$ cat config.mk
export PLATFORM = sky130hd
export DESIGN_NAME = atc_ctrl
export DESIGN_NICKNAME = d
export VERILOG_FILES = /design/src/rtl/atc_pkg.sv /design/src/rtl/atc_ctrl.sv
export SDC_FILE = /design/constraint.sdc
export NUM_CORES = 1
export LEC_CHECK = 0
export ABC_AREA = 0
export BUFFER_PORTS_ARGS = -buffer_cell sky130_fd_sc_hd__buf_2
export CAP_MARGIN = 20
export CORE_AREA = 2 2 39 41
export CTS_BUF_LIST = sky130_fd_sc_hd__clkbuf_2
export CTS_CLUSTER_DIAMETER = 50
export CTS_CLUSTER_SIZE = 8
export DETAILED_ROUTE_END_ITERATION = 6
export DIE_AREA = 0 0 41 43
export HOLD_SLACK_MARGIN = 0.15
export SETUP_SLACK_MARGIN = 0.1
export SKIP_LAST_GASP = 1
export SLEW_MARGIN = 10
export SYNTH_ARGS = -nofsm -noshare
export SYNTH_HDL_FRONTEND = slang
export SYNTH_SLANG_ARGS = --single-unit
$ cat constraint.sdc
create_clock -name clk -period 1.85 [get_ports clk]
set_input_delay 0.37 -clock clk [delete_from_list [all_inputs] [get_ports clk]]
set_output_delay 0.37 -clock clk [all_outputs]
set_load 0.005 [all_outputs]
$ cat src/rtl/atc_pkg.sv
// Package for the text console: geometry constants, payload structs, command codes,
// the colour map and the controller/datapath command and status structs.
// Used by every module under rtl except atc_ram.
package atc_pkg;

	localparam int SCREEN_COLUMNS = 80;
	localparam int SCREEN_ROWS = 25;
	localparam int TAB_STOP = 8;
	localparam int PARAM_SLOTS = 4;
	localparam int CELL_COUNT = SCREEN_COLUMNS * SCREEN_ROWS;
	localparam int ADDR_W = $clog2(CELL_COUNT);
	localparam int SLOT_W = (PARAM_SLOTS > 1) ? $clog2(PARAM_SLOTS) : 1;
	localparam int COL_W = 7;
	localparam int ROW_W = 5;

	localparam logic [7:0] CH_ESC = 8'h1B;
	localparam logic [7:0] CH_BS = 8'h08;
	localparam logic [7:0] CH_TAB = 8'h09;
	localparam logic [7:0] CH_LF = 8'h0A;
	localparam logic [7:0] CH_CR = 8'h0D;
	localparam logic [7:0] CH_NUL = 8'h00;
	localparam logic [7:0] CH_SPACE = 8'h20;
	localparam logic [7:0] CH_LBRACKET = 8'h5B;
	localparam logic [7:0] CH_SEMI = 8'h3B;
	localparam logic [7:0] CH_M = 8'h6D;
	localparam logic [7:0] ATTR_RESET = 8'h0F;

	localparam logic [1:0] MODE_NORMAL = 2'd0;
	localparam logic [1:0] MODE_ESC = 2'd1;
	localparam logic [1:0] MODE_CSI = 2'd2;

	typedef enum logic [1:0] {
		CMD_PUT = 2'd0,
		CMD_READ = 2'd1,
		CMD_CLEAR = 2'd2,
		CMD_COLOUR = 2'd3
	} cmd_t;

	typedef struct packed {
		logic [1:0] command;
		logic [7:0] char_code;
		logic [10:0] cell_index;
		logic [3:0] fore;
		logic [3:0] back;
	} in_item_t;

	typedef struct packed {
		logic [6:0] cursor_col;
		logic [4:0] cursor_row;
		logic [7:0] read_char;
		logic [7:0] read_attr;
		logic [7:0] text_attr;
	} out_item_t;

	typedef enum logic [2:0] {
		OP_NONE,
		OP_LOAD,
		OP_CHAR,
		OP_SCROLL_INIT,
		OP_CLEAR_INIT,
		OP_SGR_INIT
	} dp_op_t;

	typedef struct packed {
		dp_op_t op;
		logic walk_step;
		logic sgr_step;
		logic read_cap;
	} dp_cmd_t;

	typedef struct packed {
		logic scroll_need;
		logic walk_done;
		logic sgr_done;
		logic sgr_final;
	} dp_stat_t;

	function automatic logic [2:0] colour_map(input logic [2:0] c);
		logic [2:0] r;
		r = {c[0], c[1], c[2]};
		return r;
	endfunction

endpackage

$ cat src/rtl/atc_ctrl.sv
// Controller of the console: sequences each item through the datapath.
// Depends on atc_pkg.
module atc_ctrl
	import atc_pkg::*;
(
	input logic clk,
	input logic arst_n,
	input logic in_valid,
	input logic [1:0] in_command,
	output logic in_stall,
	output logic out_valid,
	input logic out_stall,
	output dp_cmd_t cmd,
	input dp_stat_t stat
);
	typedef enum logic [3:0] {
		S_BOOT, S_IDLE, S_DISPATCH, S_CHAR, S_CHK, S_WALK, S_SGR, S_READ, S_CAP, S_OUT,
		S_SCRL
	} state_t;

	state_t state_q;
	logic [1:0] cmd_q;
	logic in_acc;

	assign in_acc = in_valid && !in_stall;
	assign in_stall = (state_q != S_IDLE) || (out_valid && out_stall);

	always_comb begin
		cmd = '0;
		cmd.op = OP_NONE;
		if (in_acc) cmd.op = OP_LOAD;
		case (state_q)
			S_DISPATCH: begin
				case (cmd_q)
					CMD_PUT: cmd.op = stat.sgr_final ? OP_SGR_INIT : OP_CHAR;
					CMD_CLEAR: cmd.op = OP_CLEAR_INIT;
					default: ;
				endcase
			end
			S_CHK: if (stat.scroll_need) cmd.op = OP_SCROLL_INIT;
			S_BOOT: cmd.walk_step = 1'b1;
			S_WALK: cmd.walk_step = 1'b1;
			S_SGR: cmd.sgr_step = 1'b1;
			S_CAP: cmd.read_cap = 1'b1;
			default: ;
		endcase
	end

	always_ff @(posedge clk or negedge arst_n) begin
		if (!arst_n) begin
			state_q <= S_BOOT;
			out_valid <= 1'b0;
			cmd_q <= '0;
		end else begin
			if (out_valid && !out_stall) out_valid <= 1'b0;
			case (state_q)
				S_BOOT: if (stat.walk_done) state_q <= S_IDLE;
				S_IDLE: if (in_acc) begin
					cmd_q <= in_command;
					state_q <= S_DISPATCH;
				end
				S_DISPATCH: begin
					case (cmd_q)
						CMD_PUT: state_q <= stat.sgr_final ? S_SGR : S_CHK;
						CMD_CLEAR: state_q <= S_WALK;
						CMD_READ: state_q <= S_CAP;
						default: state_q <= S_OUT;
					endcase
				end
				S_CHK: state_q <= stat.scroll_need ? S_WALK : S_OUT;
				S_WALK: if (stat.walk_done) state_q <= S_OUT;
				S_SGR: if (stat.sgr_done) state_q <= S_OUT;
				S_CAP: state_q <= S_OUT;
				S_OUT: if (!out_valid || !out_stall) begin
					out_valid <= 1'b1;
					state_q <= S_IDLE;
				end
				default: state_q <= S_IDLE;
			endcase
		end
	end

	a_no_accept_busy: assert property (@(posedge clk) disable iff (!arst_n)
		(state_q != S_IDLE) |-> !in_acc) else $error("item accepted while busy");
	a_one_op: assert property (@(posedge clk) disable iff (!arst_n)
		!(cmd.walk_step && cmd.sgr_step)) else $error("walk and sgr overlap");
	a_out_from_out: assert property (@(posedge clk) disable iff (!arst_n)
		$rose(out_valid) |-> $past(state_q) == S_OUT) else $error("stray result");
endmodule

==> run_results.csv, run 1 <==
group,metric,value,unit
place,portBuffers,17,
pwr,p_total,1.04,mW
layout,diodes,0,
global_routing,grt_pass1_wl,1950,um
worst_hold_path,hold_end,"cmd_q[0]$_DFFE_PN0P_",
logic_synthesis,synthTopCellsByCount,"7 x dfrtp_1, 4 x nand2_1, 4 x nor2_1",
global_routing,grt_pass1_vias,463,
setup_path,critPathBufInv,1,
routing,drt-initial-drc-count,5,
pwr,peakVddDrop,0.000582,V
logic_synthesis,ys_warn_count,0,
clocking,cts.path.max_buffers,2,
clocking,numCtsBuffers,3,
global_routing,met2_usage,25.6,%
logic_synthesis,synth_top_cell_area_share,35.9,%
routing,ant_nets,0,
sta,slew_headroom,79.9,%
logic_synthesis,async_flop_share,100,%
sta,max_freq,519,MHz
logic_synthesis,ys_ff_latch,7,
setup_path,worstSetupStartpointType,"register",
clocking,clk_pin_slew,60,ps
setup_path,cp_cell_sequence,"or4_4 -> o311ai_1 -> buf_2",
setup_path,crit_family,"simple AND/OR/NAND/NOR gates",
sta,tightest_slew,299,ps
sta,finalMaxSlewViolations,0,
setup_path,critical_path_class,"reg2out",
logic_synthesis,syn_area_per_cell,9.21,um2
pwr,powerDensity,1420,nW/um2
sta,fin_crit_sh,104,%
routing,vias,523,
routing,remaining_drc_errors,0,
sta,setup_viol,3,
logic_synthesis,synth.distinct_cells,29,
layout,n_fill_cell,150,
layout,final_nets,94,
sta,holdWs,376,ps
run_status,status,"complete, but fails checks",
clocking,cts_sinks,7,
routing,vias_per_cell,5.28,
setup_path,crit_path_end_kind,"output pin",
routing,wire_per_inst,13.2,um
logic_synthesis,ys_top_cells_by_area,"dfrtp_1 36%, mux2_2 4.6%, nand2b_1 3.8%",
routing,finalWirelength,1300,um
sta,layout_setup_ws,-76.4,ps
global_routing,grt-busiest-layer,"met2",
setup_path,reg2reg_setup_slack,190,ps
floorplan,die_area,1760,um2
sta,finalClockSkew,0.110,ps
global_routing,grt-ovfl-total,0,
place,dp.cells,90,
layout,fin_cells,99,
setup_path,cp_data_arrival_time,1560,ps
floorplan,die-width,41,um
global_routing,grt.total_usage,16.1,%
logic_synthesis,yosysSeqAreaShare,35.9,%
setup_path,slowest_stage,"or4_4",
clocking,clk-insertion-delay-late,220,ps
setup_path,r2r.worst_path.cells,4,
logic_synthesis,synth-edff-count,0,
setup_path,crit_fanout,4,
worst_hold_path,hp-start,"in_command[0]",
setup_path,slowest_delay,550,ps
clocking,cts_root_buf,"clkbuf_2",
layout,synthToLayoutAreaGrowth,50.5,%
routing,dr.pass1.iters,4,
sta,period_needed,1930,ps
layout,drive_gt1_share,51.8,%
setup_path,crit_required,1480,ps
pwr,p_leak,0.374,nW
logic_synthesis,syn_nets,63,
global_routing,grt_antenna_before_repair,0,
place,place_ws,107,ps
worst_hold_path,min_path_type,"in2reg",
logic_synthesis,synth_top_area_cell,"dfrtp_1",
sta,rsz0062_at_grt,"yes",
flow_run,cap_viol_max_count,0,
logic_synthesis,post-synth-top-count-cell,"dfrtp_1",
setup_path,r2r-start,"state_q[3]$_DFFE_PN0P_",
worst_hold_path,whs_path_depth,2,
floorplan,start_util,35.3,%
clocking,cts_tree,"yes",
setup_path,rr_endpoint,"state_q[1]$_DFFE_PN0P_",
sta,hold_viol_final,0,
run_status,violations,"setup timing",
floorplan,fp-row-count,14,
logic_synthesis,synthCells,53,
logic_synthesis,ys.flop_type,"dfrtp_1",
place,gp_congestion,0.788,
clocking,htree_levels,1,
floorplan,coreArea,1380,um2
sta,fin_setup_tns,-193,ps
global_routing,grt_max_degree,11,
global_routing,use_met3,1.57,%
logic_synthesis,synth_area,488,um2
place,dp_hpwl,899,um
floorplan,dieHeight,43,um
floorplan,ios,18,
global_routing,grt_use_met1,20.5,%
## kinds of logic (layout without fill, tap and decap cells)
kind of cell           after synthesis  count (layout)  synth area share [%]
XOR/XNOR                             1               1                  1.80
buffers and inverters                6              36                  6.92
multiplexers                         2               2                  4.62
AND/OR/NAND/NOR                     24              24                  31.3
AO/OA/AOI/OAI                       13              13                  19.5
flip-flops                           7               7                  35.9
## registers in the layout, summed over array words and instances (netlist names)
name / cells
state_q: 4
cmd_q: 2
out_valid: 1
## area by class of cell
type	count	area (um2)	area share, %
Multi-Input combinational cell	40	322	43.8
Tap cell	16	20.0	2.73
Inverter	2	7.51	1.02
Sequential cell	7	176	24.0
Timing Repair Buffer	30	189	25.7
Clock buffer	4	20.0	2.73
## power breakdown
group | leakage (nW) | internal [mW] | total, mW | switching (mW)
logic | 0.272 | 0.368 | 0.656 | 0.288
clock network | 0.0166 | 0.0574 | 0.108 | 0.0502
registers | 0.0860 | 0.215 | 0.281 | 0.0658
total | 0.374 | 0.641 | 1.04 | 0.404
## timing repair
item | 4_1_cts | 5_1_grt
hold endpoints to repair | 7 | 0
hold buffers | 1 | 0
pin swaps | 1 | 2
buffers inserted | 4 | 0
endpoints found under the setup margin | 5 | 5
gates resized for setup | 5 | 3
## worst reg2reg max path: stages (launching register included)
cell and delay, ps:
dfrtp_1 400, or4_4 550, buf_4 160, o32a_1 300
a211oi_2 150
## worst max path at each step
stage / slack, ps / from / cells past startpoint / end
2_1_floorplan: 170 / state_q[3]$_DFFE_PN0P_ / 3 / cmd[3]
3_3_place_gp: 130 / state_q[1]$_DFFE_PN0P_ / 4 / cmd[3]
3_5_place_dp: 110 / state_q[3]$_DFFE_PN0P_ / 4 / cmd[3]
4_1_cts: -100 / state_q[0]$_DFFE_PN0P_ / 4 / cmd[3]
5_1_grt: -160 / state_q[3]$_DFFE_PN0P_ / 4 / cmd[5]
6_report: -80 / state_q[3]$_DFFE_PN0P_ / 3 / cmd[3]
## per-stage QoR
| step | area (um2) | util [%] |
|---|---|---|
| final | 734 | 53.1 |
| after global routing | 734 | 53.1 |
| after CTS | 722 | 52.2 |
| after detailed placement | 627 | 45.3 |
| after global placement | 627 | 45.3 |
| after floorplan | 488 | - |
## routing by layer
| metal | part of all wire (%) | wire length, um |
|---|---|---|
| met5 | 0 | 0 |
| met4 | 1.1 | 14 |
| met3 | 3.9 | 51 |
| met2 | 52 | 673 |
| met1 | 43 | 564 |
## placed cells by master, fill, tap and decap left out, types with 2 or more instances in the layout
cell      count
a21oi_1       3
buf_2        17
buf_4        11
clkbuf_2      4
dfrtp_1       6
inv_1         2
mux2_2        2
nand2_1       4
nand2b_4      2
nand3_1       2
nor2_1        4
nor3_1        2
nor3b_1       2
nor4b_4       2
o22ai_1       2
Power figures use the tool's default switching activity.
==> inputs of run 2 (changes only) <==
Settings changed: REMOVE_ABC_BUFFERS from default to 1.
==> run 2 against run 1 <==
The flow still finishes with violations (setup timing); wire length is 12% higher; register-to-register slack worse by 80 ps; non-clock buffer count is 4 higher; sequential share of layout area is 1.3 points lower; count of clock-buffer cells in the layout stayed put; die area stayed put; largest power group unchanged; highest routed layer unchanged.
==> run_results.csv, run 2 (synthesized netlist as in run 1, its figures left out) <==
group,metric,value,unit
sta,slew_headroom,81.7,%
layout,final_common_cell,"buf_2",
pwr,peakVddDrop,0.000534,V
layout,fin_cells,103,
setup_path,cp_data_arrival_time,1590,ps
place,portBuffers,17,
place,dp.cells,90,
clocking,cts_root_buf,"clkbuf_2",
clocking,cts.path.max_buffers,2,
clocking,cts_tree,"yes",
setup_path,critPathBufInv,2,
sta,finalMaxSlewViolations,0,
sta,period_needed,1960,ps
layout,final_cell_mix,"17 x buf_2, 14 x buf_4, 7 x dfrtp_1",
global_routing,grt_pass1_wl,2060,um
sta,hold_viol_final,0,
routing,vias,565,
clocking,clk-insertion-delay-late,220,ps
floorplan,ios,18,
worst_hold_path,min_path_type,"in2reg",
global_routing,grt_antenna_before_repair,0,
layout,diodes,0,
global_routing,grt_max_degree,11,
routing,finalWirelength,1460,um
run_status,status,"complete, but fails checks",
layout,drive_gt1_share,54.0,%
setup_path,critical_path_class,"reg2out",
place,gp_congestion,0.741,
global_routing,grt-ovfl-total,0,
layout,largest_reg_flops,4,
sta,max_freq,510,MHz
layout,design_area,772,um2
routing,ant_nets,0,
setup_path,crit_family,"simple AND/OR/NAND/NOR gates",
global_routing,grt.total_usage,18.3,%
setup_path,crit_fanout,4,
sta,fin_crit_sh,106,%
sta,rsz0062_at_grt,"yes",
setup_path,slowest_delay,580,ps
floorplan,start_util,35.3,%
pwr,p_leak,0.393,nW
sta,setup_viol,3,
clocking,clk_pin_slew,70,ps
flow_run,cap_viol_max_count,0,
floorplan,die_area,1760,um2
place,place_area,627,um2
layout,largestRegisters,"state_q x4, cmd_q x2, out_valid x1",
layout,largest_register,"state_q",
sta,tightest_slew,271,ps
pwr,powerDensity,1430,nW/um2
global_routing,grt_pass1_vias,505,
run_status,violations,"setup timing",
routing,vias_per_cell,5.49,
floorplan,coreArea,1380,um2
sta,layout_setup_ws,-112,ps
routing,dr.pass1.iters,4,
sta,fin_setup_tns,-291,ps
setup_path,cp_cell_sequence,"or4_4 -> buf_4 -> nor2_1 -> buf_2",
layout,synthToLayoutAreaGrowth,58.2,%
routing,drt-initial-drc-count,6,
place,dp_hpwl,912,um
sta,finalClockSkew,3.95,ps
clocking,cts_sinks,7,
layout,final_nets,98,
routing,remaining_drc_errors,0,
clocking,numCtsBuffers,3,
setup_path,crit_path_end_kind,"output pin",
setup_path,slowest_stage,"or4_4",
floorplan,dieHeight,43,um
place,place_ws,76.5,ps
floorplan,fp-row-count,14,
routing,wire_per_inst,14.2,um
setup_path,worstSetupStartpointType,"register",
floorplan,die-width,41,um
setup_path,crit_required,1480,ps
clocking,htree_levels,1,
[run 2: cell types whose count changed in the layout (fill, tap and decap cells not counted), sizes merged]
| cell | change |
|---|---|
| buf | +4 |
[run 2: through the flow]
stage,util (%),power (mW),hold WS (ps)
4_1_cts,53.0,1.03,357
2_1_floorplan,-,0.568,74.4
6_report,55.8,1.10,375
3_5_place_dp,45.3,0.803,208
5_1_grt,55.8,1.18,359
3_3_place_gp,45.3,0.799,206
[run 2: timing repair]
item,in CTS,in global routing
hold buffers,1,0
gates resized for setup,8,2
pin swaps,1,1
hold endpoints to repair,7,0
setup buffers,5,3
setup endpoints to repair,5,8
[run 2: path summary, 6_finish.rpt]
check / from / end / slack [ps] / cells after the start
hold / removal: in_command[0] / cmd_q[0]$_DFFE_PN0P_ / 380 / 2
setup / recovery: state_q[3]$_DFFE_PN0P_ / cmd[5] / -110 / 4
max in group asynchronous: arst_n / out_valid$_DFF_PN0_ / 1200 / 2
hold reg to reg: cmd_q[0]$_DFFE_PN0P_ / cmd_q[0]$_DFFE_PN0P_ / 560 / 1
setup reg to reg: state_q[3]$_DFFE_PN0P_ / state_q[1]$_DFFE_PN0P_ / 110 / 4
min in group asynchronous: arst_n / cmd_q[1]$_DFFE_PN0P_ / 500 / 2
[run 2: worst reg2reg max path, delay by kind of cell, from the launching register on]
family	cells	cell delay, ps
AOI/OAI and AO/OA	2	470
buffers and inverters	1	170
DFF	1	420
and+or+nand+nor	1	580
[run 2: metal layers]
metal / global-route usage [%] / vias to the layer above / routed length, um
met4: 18.0 / 0 / 57
met5: 0 / - / 0
li1: - / 267 / -
met2: 29.7 / 34 / 763
met1: 17.7 / 256 / 545
met3: 2.62 / 8 / 98
[run 2: where the power goes]
| group | total, mW | leakage [nW] | internal [mW] | switching, mW |
|---|---|---|---|---|
| Clock | 0.107 | 0.0166 | 0.0574 | 0.0501 |
| Sequential | 0.275 | 0.0872 | 0.213 | 0.0619 |
| Combinational | 0.721 | 0.289 | 0.407 | 0.314 |
| Total | 1.10 | 0.393 | 0.677 | 0.426 |
[run 2: layout make-up]
class / count / area (um2)
flip-flops and latches: 7 / 175
multi-input cells: 40 / 327
clock buffers: 4 / 20.0
well taps: 16 / 20.0
fillers: 130 / 612
inverters: 2 / 7.51
repair buffers: 34 / 223
